[config.mk]
export PLATFORM = sky130hd
export DESIGN_NAME = pll_divider_search_top
export DESIGN_NICKNAME = d
export VERILOG_FILES = /design/src/sv/pds_pkg.sv /design/src/sv/pds_qdiv.sv /design/src/sv/pds_fdiv.sv /design/src/sv/pds_datapath.sv /design/src/sv/pds_ctrl.sv /design/src/sv/pll_divider_search_top.sv
export SDC_FILE = /design/constraint.sdc
export NUM_CORES = 2
export LEC_CHECK = 0
export ABC_CLOCK_PERIOD_IN_PS = 20500
export BUFFER_PORTS_ARGS = -buffer_cell sky130_fd_sc_hd__buf_4
export CORE_AREA = 2 2 310 312
export DETAILED_ROUTE_END_ITERATION = 12
export DIE_AREA = 0 0 312 314
export HOLD_SLACK_MARGIN = 0.05
export SYNTH_ARGS = -nofsm -noshare
export SYNTH_HDL_FRONTEND = slang
export SYNTH_SLANG_ARGS = --single-unit
[constraint.sdc]
create_clock -name clk -period 20.5 [get_ports clk]
set_input_delay 3.075 -clock clk [delete_from_list [all_inputs] [get_ports clk]]
set_output_delay 3.075 -clock clk [all_outputs]
set_load 0.02 [all_outputs]
[src/sv/pds_pkg.sv]
`timescale 1ns / 1ps
`default_nettype none
// ----------------------------------------------------------------------------
// pds_pkg
// Shared types and constants of the pll divider search block.
// ----------------------------------------------------------------------------
package pds_pkg;

	// search limits
	localparam int unsigned MAX_NUMERATOR   = 128;
	localparam int unsigned MAX_DENOMINATOR = 32;
	localparam int unsigned MIN_M           = 2;
	localparam int unsigned FULL_P_LAST     = 4;
	localparam int unsigned THR_N_LAST      = 5;
	localparam int unsigned ERR_BOUND       = 42;
	localparam int unsigned TH_HZ           = 353000000;

	// field and datapath widths
	localparam int T_W   = 29;
	localparam int TQ_W  = 45;
	localparam int ERR_W = 51;
	localparam int M_W   = 8;
	localparam int N_W   = 6;
	localparam int P_W   = 4;
	localparam int V_W   = 2;
	localparam int DEN_W = 8;
	localparam int PN_W  = 37;

	// reference and vco limit in hz
	localparam logic [23:0] REF_HZ     = 24'd14318180;
	localparam logic [27:0] VCO_MAX_HZ = 28'd135000000;

	// post scaler thresholds for the threshold search
	localparam logic [T_W-1:0] TH_P2 = T_W'(TH_HZ / 2);
	localparam logic [T_W-1:0] TH_P3 = T_W'(TH_HZ / 3);
	localparam logic [T_W-1:0] TH_P4 = T_W'(TH_HZ / 4);
	localparam logic [T_W-1:0] TH_P6 = T_W'(TH_HZ / 6);
	localparam logic [T_W-1:0] TH_P8 = T_W'(TH_HZ / 8);

	// quotient divider: wide divisor, two bits per cycle
	localparam int QD_W   = 38;
	localparam int QV_W   = 26;
	localparam int Q_W    = 14;
	localparam int Q_STEP = 2;
	localparam int Q_CYC  = Q_W / Q_STEP;
	localparam int QC_W   = 3;

	// frequency divider: narrow divisor, eight bits per cycle
	localparam int X_W    = 48;
	localparam int F_STEP = 8;
	localparam int F_CYC  = X_W / F_STEP;
	localparam int FC_W   = 3;

	typedef struct packed {
		logic [18:0] target_khz;
		logic [1:0]  vld_limit;
	} in_word_t;

	typedef struct packed {
		logic [7:0] numerator;
		logic [5:0] denominator;
		logic [1:0] loop_divider;
		logic [3:0] post_scaler;
		logic       found;
	} out_word_t;

	// controller to datapath
	typedef struct packed {
		logic init;
		logic q_load;
		logic q_take;
		logic f_load;
		logic f_take;
		logic m_inc;
		logic adv;
	} cmd_t;

	// datapath to controller
	typedef struct packed {
		logic no_search;
		logic mode;
		logic q_skip;
		logic t_skip;
		logic m_over;
		logic m_low;
		logic vco_over;
		logic last;
		logic q_done;
		logic f_done;
	} sts_t;

endpackage
`default_nettype wire

[src/sv/pds_qdiv.sv]
`timescale 1ns / 1ps
`default_nettype none
// ----------------------------------------------------------------------------
// pds_qdiv
// Restoring divider for the multiplier estimate, two quotient bits a cycle.
// ----------------------------------------------------------------------------
module pds_qdiv (
	input  wire logic                      clk,
	input  wire logic                      arst_n,
	input  wire logic                      load,
	input  wire logic [pds_pkg::QD_W-1:0]  dividend,
	input  wire logic [pds_pkg::QV_W-1:0]  divisor,
	output logic      [pds_pkg::Q_W-1:0]   quotient,
	output logic                           done
);

	logic [pds_pkg::QV_W-1:0] rem_q, rem_n, rem_v;
	logic [pds_pkg::QV_W-1:0] dvs_q;
	logic [pds_pkg::Q_W-1:0]  sh_q, sh_n, sh_v;
	logic [pds_pkg::QC_W-1:0] cnt_q;
	logic [pds_pkg::QV_W:0]   trial;

	// step count
	always_ff @(posedge clk or negedge arst_n) begin
		if (!arst_n) begin
			cnt_q <= '0;
		end else if (load) begin
			cnt_q <= pds_pkg::QC_W'(pds_pkg::Q_CYC);
		end else if (cnt_q != '0) begin
			cnt_q <= cnt_q - 1'b1;
		end
	end

	// remainder and quotient shift register
	always_ff @(posedge clk) begin
		if (load) begin
			rem_q <= pds_pkg::QV_W'(dividend[pds_pkg::QD_W-1:pds_pkg::Q_W]);
			sh_q  <= dividend[pds_pkg::Q_W-1:0];
			dvs_q <= divisor;
		end else if (cnt_q != '0) begin
			rem_q <= rem_n;
			sh_q  <= sh_n;
		end
	end

	// two restoring steps
	always_comb begin
		rem_v = rem_q;
		sh_v  = sh_q;
		trial = '0;
		for (int i = 0; i < pds_pkg::Q_STEP; i++) begin
			trial = {rem_v, sh_v[pds_pkg::Q_W-1]};
			if (trial >= {1'b0, dvs_q}) begin
				rem_v = pds_pkg::QV_W'(trial - {1'b0, dvs_q});
				sh_v  = {sh_v[pds_pkg::Q_W-2:0], 1'b1};
			end else begin
				rem_v = trial[pds_pkg::QV_W-1:0];
				sh_v  = {sh_v[pds_pkg::Q_W-2:0], 1'b0};
			end
		end
		rem_n = rem_v;
		sh_n  = sh_v;
	end

	assign quotient = sh_q;
	assign done     = (cnt_q == pds_pkg::QC_W'(1));

endmodule
`default_nettype wire

[src/sv/pds_fdiv.sv]
`timescale 1ns / 1ps
`default_nettype none
// ----------------------------------------------------------------------------
// pds_fdiv
// Output frequency divider by n*p, eight quotient bits a cycle.
// ----------------------------------------------------------------------------
module pds_fdiv (
	input  wire logic                      clk,
	input  wire logic                      arst_n,
	input  wire logic                      load,
	input  wire logic [pds_pkg::X_W-1:0]   dividend,
	input  wire logic [pds_pkg::DEN_W-1:0] divisor,
	output logic      [pds_pkg::X_W-1:0]   quotient,
	output logic                           done
);

	logic [pds_pkg::DEN_W-1:0] rem_q, rem_n, rem_v;
	logic [pds_pkg::DEN_W-1:0] dvs_q;
	logic [pds_pkg::X_W-1:0]   sh_q, sh_n, sh_v;
	logic [pds_pkg::FC_W-1:0]  cnt_q;
	logic [pds_pkg::DEN_W:0]   trial;

	// step count
	always_ff @(posedge clk or negedge arst_n) begin
		if (!arst_n) begin
			cnt_q <= '0;
		end else if (load) begin
			cnt_q <= pds_pkg::FC_W'(pds_pkg::F_CYC);
		end else if (cnt_q != '0) begin
			cnt_q <= cnt_q - 1'b1;
		end
	end

	// remainder and quotient shift register
	always_ff @(posedge clk) begin
		if (load) begin
			rem_q <= '0;
			sh_q  <= dividend;
			dvs_q <= divisor;
		end else if (cnt_q != '0) begin
			rem_q <= rem_n;
			sh_q  <= sh_n;
		end
	end

	// eight restoring steps on a narrow remainder
	always_comb begin
		rem_v = rem_q;
		sh_v  = sh_q;
		trial = '0;
		for (int i = 0; i < pds_pkg::F_STEP; i++) begin
			trial = {rem_v, sh_v[pds_pkg::X_W-1]};
			if (trial >= {1'b0, dvs_q}) begin
				rem_v = pds_pkg::DEN_W'(trial - {1'b0, dvs_q});
				sh_v  = {sh_v[pds_pkg::X_W-2:0], 1'b1};
			end else begin
				rem_v = trial[pds_pkg::DEN_W-1:0];
				sh_v  = {sh_v[pds_pkg::X_W-2:0], 1'b0};
			end
		end
		rem_n = rem_v;
		sh_n  = sh_v;
	end

	assign quotient = sh_q;
	assign done     = (cnt_q == pds_pkg::FC_W'(1));

endmodule
`default_nettype wire

[src/sv/pds_datapath.sv]
`timescale 1ns / 1ps
`default_nettype none
// ----------------------------------------------------------------------------
// pds_datapath
// Loop counters, candidate arithmetic, dividers and best-candidate registers.
// ----------------------------------------------------------------------------
module pds_datapath (
	input  wire logic               clk,
	input  wire logic               arst_n,
	input  wire logic               cfg_we,
	input  wire logic               cfg_wdata,
	input  wire pds_pkg::in_word_t  item,
	input  wire pds_pkg::cmd_t      cmd,
	output pds_pkg::sts_t           sts,
	output pds_pkg::out_word_t      result
);

	logic                          chip_mode_q;
	logic                          mode_q;
	logic [pds_pkg::T_W-1:0]       t_q;
	logic [pds_pkg::V_W-1:0]       vmax_q, vld_q, bv_q;
	logic [pds_pkg::N_W-1:0]       n_q, bn_q;
	logic [pds_pkg::P_W-1:0]       p_q, bp_q;
	logic [pds_pkg::DEN_W-1:0]     den_q;
	logic [pds_pkg::M_W-1:0]       m_q, hi_q, bm_q;
	logic [pds_pkg::ERR_W-1:0]     best_err_q;
	logic                          found_q;

	logic [pds_pkg::T_W-1:0]       t_in;
	logic [pds_pkg::V_W-1:0]       vmax_in;
	logic [pds_pkg::P_W-1:0]       p_thr;
	logic [34:0]                   e0;
	logic [pds_pkg::PN_W-1:0]      num;
	logic                          over1;
	logic [pds_pkg::QD_W-1:0]      q_dividend;
	logic [pds_pkg::QV_W-1:0]      q_divisor;
	logic [pds_pkg::Q_W-1:0]       q;
	logic                          q_done;
	logic [pds_pkg::Q_W-1:0]       lo, lo_c, hi;
	logic [8:0]                    mv;
	logic [31:0]                   ref_mv;
	logic [33:0]                   vco_lim;
	logic [pds_pkg::X_W-1:0]       f, tq, err;
	logic                          f_done;

	// mode register
	always_ff @(posedge clk or negedge arst_n) begin
		if (!arst_n) begin
			chip_mode_q <= 1'b0;
		end else if (cfg_we) begin
			chip_mode_q <= cfg_wdata;
		end
	end

	// input word decode
	always_comb begin
		t_in    = pds_pkg::T_W'(32'(item.target_khz) * 32'd1000);
		vmax_in = (item.vld_limit == 2'd3) ? 2'd2 : item.vld_limit;
		e0      = 35'(item.target_khz) * 35'(pds_pkg::ERR_BOUND * 1000);
		p_thr   = 4'd1;
		if (t_in < pds_pkg::TH_P2) p_thr = 4'd2;
		if (t_in < pds_pkg::TH_P3) p_thr = 4'd3;
		if (t_in < pds_pkg::TH_P4) p_thr = 4'd4;
		if (t_in < pds_pkg::TH_P6) p_thr = 4'd6;
		if (t_in < pds_pkg::TH_P8) p_thr = 4'd8;
	end

	// multiplier estimate operands
	always_comb begin
		num   = pds_pkg::PN_W'(t_q) * pds_pkg::PN_W'(den_q);
		over1 = num > pds_pkg::PN_W'(pds_pkg::MAX_NUMERATOR) * pds_pkg::PN_W'(pds_pkg::REF_HZ);
		if (!mode_q) begin
			q_dividend = pds_pkg::QD_W'(num);
			q_divisor  = (vld_q == 2'd2) ? pds_pkg::QV_W'({pds_pkg::REF_HZ, 1'b0})
			                             : pds_pkg::QV_W'(pds_pkg::REF_HZ);
		end else if (over1) begin
			q_dividend = pds_pkg::QD_W'(num) + pds_pkg::QD_W'(pds_pkg::REF_HZ);
			q_divisor  = pds_pkg::QV_W'({pds_pkg::REF_HZ, 2'b00});
		end else begin
			q_dividend = pds_pkg::QD_W'({num, 1'b0}) + pds_pkg::QD_W'(pds_pkg::REF_HZ);
			q_divisor  = pds_pkg::QV_W'({pds_pkg::REF_HZ, 1'b0});
		end
	end

	pds_qdiv u_qdiv (
		.clk      (clk),
		.arst_n   (arst_n),
		.load     (cmd.q_load),
		.dividend (q_dividend),
		.divisor  (q_divisor),
		.quotient (q),
		.done     (q_done)
	);

	// m window around the estimate
	always_comb begin
		lo   = q - 1'b1;
		lo_c = (lo < pds_pkg::Q_W'(pds_pkg::MIN_M)) ? pds_pkg::Q_W'(pds_pkg::MIN_M) : lo;
		hi   = (q + 1'b1 > pds_pkg::Q_W'(pds_pkg::MAX_NUMERATOR))
		       ? pds_pkg::Q_W'(pds_pkg::MAX_NUMERATOR) : q + 1'b1;
	end

	// candidate vco and frequency numerator
	always_comb begin
		mv      = (vld_q == 2'd2) ? {m_q, 1'b0} : {1'b0, m_q};
		ref_mv  = 32'(pds_pkg::REF_HZ) * 32'(mv);
		vco_lim = 34'(pds_pkg::VCO_MAX_HZ) * 34'(n_q);
	end

	pds_fdiv u_fdiv (
		.clk      (clk),
		.arst_n   (arst_n),
		.load     (cmd.f_load),
		.dividend ({ref_mv, 16'b0}),
		.divisor  (den_q),
		.quotient (f),
		.done     (f_done)
	);

	// error of the candidate
	always_comb begin
		tq  = pds_pkg::X_W'({t_q, 16'b0});
		err = (tq >= f) ? tq - f : f - tq;
	end

	// loop counters and search state
	always_ff @(posedge clk) begin
		den_q <= pds_pkg::DEN_W'(n_q * p_q);
		if (cmd.init) begin
			mode_q <= chip_mode_q;
			t_q    <= t_in;
			vmax_q <= vmax_in;
			vld_q  <= 2'd1;
			n_q    <= pds_pkg::N_W'(2);
			p_q    <= chip_mode_q ? p_thr : 4'd1;
		end else if (cmd.adv) begin
			if (mode_q) begin
				n_q <= n_q + 1'b1;
			end else if (p_q != pds_pkg::P_W'(pds_pkg::FULL_P_LAST)) begin
				p_q <= p_q + 1'b1;
			end else begin
				p_q <= 4'd1;
				if (n_q != pds_pkg::N_W'(pds_pkg::MAX_DENOMINATOR)) begin
					n_q <= n_q + 1'b1;
				end else begin
					n_q   <= pds_pkg::N_W'(2);
					vld_q <= vld_q + 1'b1;
				end
			end
		end else if (cmd.q_load && mode_q) begin
			vld_q <= over1 ? 2'd2 : 2'd1;
		end

		if (cmd.q_take) begin
			m_q  <= mode_q ? pds_pkg::M_W'(q) : pds_pkg::M_W'(lo_c);
			hi_q <= pds_pkg::M_W'(hi);
		end else if (cmd.m_inc) begin
			m_q <= m_q + 1'b1;
		end
	end

	// best candidate
	always_ff @(posedge clk or negedge arst_n) begin
		if (!arst_n) begin
			found_q <= 1'b0;
		end else if (cmd.init) begin
			found_q <= 1'b0;
		end else if (cmd.f_take && (pds_pkg::ERR_W'(err) < best_err_q)) begin
			found_q <= 1'b1;
		end
	end

	always_ff @(posedge clk) begin
		if (cmd.init) begin
			best_err_q <= {e0, 16'b0};
			bm_q       <= '0;
			bn_q       <= '0;
			bv_q       <= '0;
			bp_q       <= '0;
		end else if (cmd.f_take && (pds_pkg::ERR_W'(err) < best_err_q)) begin
			best_err_q <= pds_pkg::ERR_W'(err);
			bm_q       <= m_q;
			bn_q       <= n_q;
			bv_q       <= vld_q;
			bp_q       <= p_q;
		end
	end

	// status to the controller
	always_comb begin
		sts.no_search = (t_q == '0) || (vmax_q == '0);
		sts.mode      = mode_q;
		sts.q_skip    = (q == '0) || (q > pds_pkg::Q_W'(pds_pkg::MAX_NUMERATOR + 1));
		sts.t_skip    = (vmax_q == 2'd2)
		                ? (num > pds_pkg::PN_W'(pds_pkg::MAX_NUMERATOR * 2)
		                         * pds_pkg::PN_W'(pds_pkg::REF_HZ))
		                : over1;
		sts.m_over    = !mode_q && (m_q > hi_q);
		sts.m_low     = !mode_q && (mv <= 9'(n_q));
		sts.vco_over  = !mode_q && ({2'b00, ref_mv} > vco_lim);
		sts.last      = mode_q ? (n_q == pds_pkg::N_W'(pds_pkg::THR_N_LAST))
		                       : ((vld_q == vmax_q)
		                          && (n_q == pds_pkg::N_W'(pds_pkg::MAX_DENOMINATOR))
		                          && (p_q == pds_pkg::P_W'(pds_pkg::FULL_P_LAST)));
		sts.q_done    = q_done;
		sts.f_done    = f_done;
	end

	// result word
	assign result.numerator    = bm_q;
	assign result.denominator  = bn_q;
	assign result.loop_divider = bv_q;
	assign result.post_scaler  = bp_q;
	assign result.found        = found_q;

endmodule
`default_nettype wire

[src/sv/pds_ctrl.sv]
`timescale 1ns / 1ps
`default_nettype none
// ----------------------------------------------------------------------------
// pds_ctrl
// Search sequencer: walks the candidate loops and drives the datapath.
// ----------------------------------------------------------------------------
module pds_ctrl (
	input  wire logic           clk,
	input  wire logic           arst_n,
	input  wire logic           start,
	input  wire pds_pkg::sts_t  sts,
	output pds_pkg::cmd_t       cmd,
	output logic                busy,
	output logic                done
);

	typedef enum logic [10:0] {
		S_IDLE   = 11'b000_0000_0001,
		S_INIT   = 11'b000_0000_0010,
		S_PREP   = 11'b000_0000_0100,
		S_QLOAD  = 11'b000_0000_1000,
		S_QWAIT  = 11'b000_0001_0000,
		S_QTAKE  = 11'b000_0010_0000,
		S_MCHECK = 11'b000_0100_0000,
		S_FWAIT  = 11'b000_1000_0000,
		S_FTAKE  = 11'b001_0000_0000,
		S_ADV    = 11'b010_0000_0000,
		S_DONE   = 11'b100_0000_0000
	} state_t;

	state_t state_q, state_n;

	always_ff @(posedge clk or negedge arst_n) begin
		if (!arst_n) begin
			state_q <= S_IDLE;
		end else begin
			state_q <= state_n;
		end
	end

	// next state and commands
	always_comb begin
		state_n = state_q;
		cmd     = '0;
		case (state_q)
			S_IDLE: begin
				if (start) begin
					cmd.init = 1'b1;
					state_n  = S_INIT;
				end
			end
			S_INIT: begin
				state_n = sts.no_search ? S_DONE : S_QLOAD;
			end
			S_PREP: begin
				state_n = S_QLOAD;
			end
			S_QLOAD: begin
				if (sts.mode && sts.t_skip) begin
					state_n = S_ADV;
				end else begin
					cmd.q_load = 1'b1;
					state_n    = S_QWAIT;
				end
			end
			S_QWAIT: begin
				if (sts.q_done) state_n = S_QTAKE;
			end
			S_QTAKE: begin
				if (!sts.mode && sts.q_skip) begin
					state_n = S_ADV;
				end else begin
					cmd.q_take = 1'b1;
					state_n    = S_MCHECK;
				end
			end
			S_MCHECK: begin
				if (sts.m_over) begin
					state_n = S_ADV;
				end else if (sts.m_low) begin
					cmd.m_inc = 1'b1;
				end else if (sts.vco_over) begin
					state_n = S_ADV;
				end else begin
					cmd.f_load = 1'b1;
					state_n    = S_FWAIT;
				end
			end
			S_FWAIT: begin
				if (sts.f_done) state_n = S_FTAKE;
			end
			S_FTAKE: begin
				cmd.f_take = 1'b1;
				if (sts.mode) begin
					state_n = S_ADV;
				end else begin
					cmd.m_inc = 1'b1;
					state_n   = S_MCHECK;
				end
			end
			S_ADV: begin
				if (sts.last) begin
					state_n = S_DONE;
				end else begin
					cmd.adv = 1'b1;
					state_n = S_PREP;
				end
			end
			S_DONE: begin
				state_n = S_IDLE;
			end
			default: begin
				state_n = S_IDLE;
			end
		endcase
	end

	assign busy = (state_q != S_IDLE);
	assign done = (state_q == S_DONE);

endmodule
`default_nettype wire

[src/sv/pll_divider_search_top.sv]
`timescale 1ns / 1ps
`default_nettype none
// ----------------------------------------------------------------------------
// pll_divider_search_top
// Searches m, n, loop divider and post scaler for the output clock nearest
// to the requested target.
// ----------------------------------------------------------------------------
// latency in mode 0 comes from the quotient divider, run once per (vld, n, p)
//   combination, and the frequency divider, run once per m candidate
// in mode 1 at most four candidates per word, one per n, go through the dividers
// throughput: one word at a time, start is taken only while busy is low
// result is shown for one cycle with done; the receiver cannot stall
// reset: asynchronous, returns to idle with chip_mode at 0
module pll_divider_search_top (
	input  wire logic               clk,
	input  wire logic               arst_n,
	input  wire logic               start,
	output logic                    busy,
	input  wire pds_pkg::in_word_t  item,
	input  wire logic               cfg_we,
	input  wire logic               cfg_wdata,
	output logic                    done,
	output pds_pkg::out_word_t      result
);

	pds_pkg::cmd_t cmd;
	pds_pkg::sts_t sts;

	// sequencer
	pds_ctrl u_ctrl (
		.clk    (clk),
		.arst_n (arst_n),
		.start  (start),
		.sts    (sts),
		.cmd    (cmd),
		.busy   (busy),
		.done   (done)
	);

	// arithmetic and best-candidate tracking
	pds_datapath u_datapath (
		.clk       (clk),
		.arst_n    (arst_n),
		.cfg_we    (cfg_we),
		.cfg_wdata (cfg_wdata),
		.item      (item),
		.cmd       (cmd),
		.sts       (sts),
		.result    (result)
	);

endmodule
`default_nettype wire
==> metrics <==
post-synthesis cell type count=between 100 and 150; crit share post-route=between 90% and 100%; Hold Vio Cnt, Final=0; proportion of layout cells with a drive suffix above 1=5.79%; # rows=around 110; multi-input logic area=between 30000 and 40000 µm²; Crit Path Max Fanout=15; Relative slew margins=around 17%; GPL Wtd Cong=about 0.95; ys flop type=edfxtp_1; setup skew after layout=approximately 31 ps; Max Slew Vio Count=0; Synth Warn #=0; crit path launch type=register; Most common cell on crit path=o21ai_0; GRT overflow=0; most frequent cell after synthesis=inv_1; fin area=about 45000 µm²; Tmin final=about 19000 ps; Max Cap Viol=0; detailed-route via count=~35000; Yosys top cell by area=ha_1; die area=a little under 100000 µm²; Post-DP Area=approximately 44000 µm²; R2R setup slack=around 1600 ps; Setup crit end kind=register; vias in the first global route=roughly 35000; # setup viols final=0; Vias/cell=roughly 5.7; register bit total from synthesis=around 270; dpl ws=925 ps; TritonRoute pass-1 iters=6; clock latency on the worst-skew pair=560 ps; Slew @ Worst Pin=about 1200 ps; CTS Sinks=265; layout net count=between 5000 and 6000; Filler Cells Inserted=~9300; RSZ-0062 raised after global routing=false; largest net degree at the start of global routing=slightly below 80; final setup TNS=0 ps; Synth area leaders=ha_1, fa_1, edfxtp_1; GRT Resource Usage Total=around a quarter; CTS tree=built; starting density of the core=about 45%; worst endpoint required time=20980 ps; die height=between 300 and 400 µm; first-pass GRT wire length=roughly 190 mm; initial antenna violation count=4; Critical-path top delay cell=a2111oi_4; CP Class=register to register; drc violations=0; CTS max path bufs=3; final wirelength=~120 mm; TritonCTS Buffers=35; worst min-delay path class=register to register; core area=roughly 94000 µm²; mapped cell area=between 40000 and 50000 µm²; post-synthesis sequential area ratio=approximately 17%; top cell type's share of synthesized area=between 10% and 20%; # IOs=49; ANT cells=0; Worst Path Arrival=between 15000 and 20000 ps; Root Driver=clkbuf_16; Achievable Freq=about 53 MHz; Post-synth EDFFs=between 150 and 200; area grow syn2layout=6.53%; Mapped Nets=around 6000; register area=7020 µm²; syn avg cell area=8.42 µm²; detailed placement HPWL=95.6 mm; final worst slack=around 1600 ps; Post-Syn Instances=5031; drt wl/cell=about 19 µm; Port Buffers=48; Antenna Nets Post-Route=0; Post-synth top cells=inv_1, ha_1, nand2_1; Async SR Flop Fraction=roughly 7.2%; initial DRC count=around 2700; H-tree depth=2; slowest stage delay, CP=450 ps; status=finished, final reports clean; die span in x=about 310 µm; Reg clk slew, reported paths=~70 ps
layout by cell type (no fill, tap or decap), drive strengths merged, types with 102 or more instances in the layout:
cell / netlist / routed
a21o: 126 / 126
a21oi: 332 / 332
and2: 107 / 107
buf: 40 / 102
edfxtp: 162 / 162
fa: 332 / 332
ha: 595 / 595
inv: 679 / 684
nand2: 458 / 458
nand3: 134 / 134
nor2: 287 / 287
o21ai: 290 / 290
xnor2: 185 / 185
sequential cells by signal, indices dropped and copies added (netlist names), 11 cells and up:
register                    count
u_datapath.u_qdiv.quotient     14
u_datapath.u_fdiv.quotient     48
u_datapath.best_err_q          51
u_datapath.t_q                 26
u_ctrl.state_q                 11
u_datapath.u_qdiv.rem_q        26
routing by layer:
layer | routed length [µm] | GRT usage, % | vias up
li1 | - | - | 17300
met1 | 58300 | 35.9 | 17100
met2 | 52800 | 38.9 | 859
met3 | 6060 | 2.52 | 141
met4 | 2590 | 5.39 | 6
met5 | 42 | 0 | -
cell type report:
class / instances / share of cell area (%)
inverter: 680 / 5.66
clock buffer: 43 / 2.10
tap: 1265 / 3.51
sequential: 265 / 15.6
timing repair buffer: 102 / 1.70
multi-input combinational: 3896 / 71.1
clock inverter: 21 / 0.369
logic make-up after synthesis:
family	synth area share [%]
xor gates and xnor gates	5.35
buffers and inverters	7.85
muxes	2.23
and+or+nand+nor	16.4
adders and majority gates	33.3
AOI/OAI and AO/OA	18.4
DFF	16.6
critical path: cells and delay by family, from the launching register on:
kind / cells / cell delay (ps)
mux: 10 / 3000
buf+inv: 9 / 860
compound gates: 53 / 10360
fa+ha+maj: 8 / 2190
flops: 1 / 350
simple gates: 15 / 2000
repair_timing:
item | in CTS | in global routing
resized for setup | 0 | 13
endpoints found under the setup margin | 0 | 9
buffers inserted | 0 | 1
hold buffers | 0 | 0
path summary, 6_finish.rpt:
| path | startpoint | to | cells after the start |
|---|---|---|---|
| worst max-delay path | u_datapath.u_fdiv.dvs_q[7] | u_datapath.u_fdiv.rem_q[0] | 95 |
| worst min-delay path | u_datapath.bm_q[6] | u_datapath.bm_q[6] | 2 |
| worst max register to register | u_datapath.u_fdiv.dvs_q[7] | u_datapath.u_fdiv.rem_q[0] | 95 |
| worst min register to register | u_datapath.bm_q[6] | u_datapath.bm_q[6] | 2 |
| max in group asynchronous | arst_n | u_ctrl.state_q[0] | 1 |
| min in group asynchronous | arst_n | u_datapath.u_qdiv.cnt_q[0] | 1 |
per-stage QoR:
step	std cells	hold slack, ps	utilization, %
floorplan	5031	406	-
global placement	6207	456	46.6
detailed placement	6207	461	46.6
CTS	6271	475	47.7
global route	6272	490	47.8
finish	6272	472	47.8
Power is not shown: default switching activity piles up to over one toggle a cycle in this logic, so the estimate is an artifact.
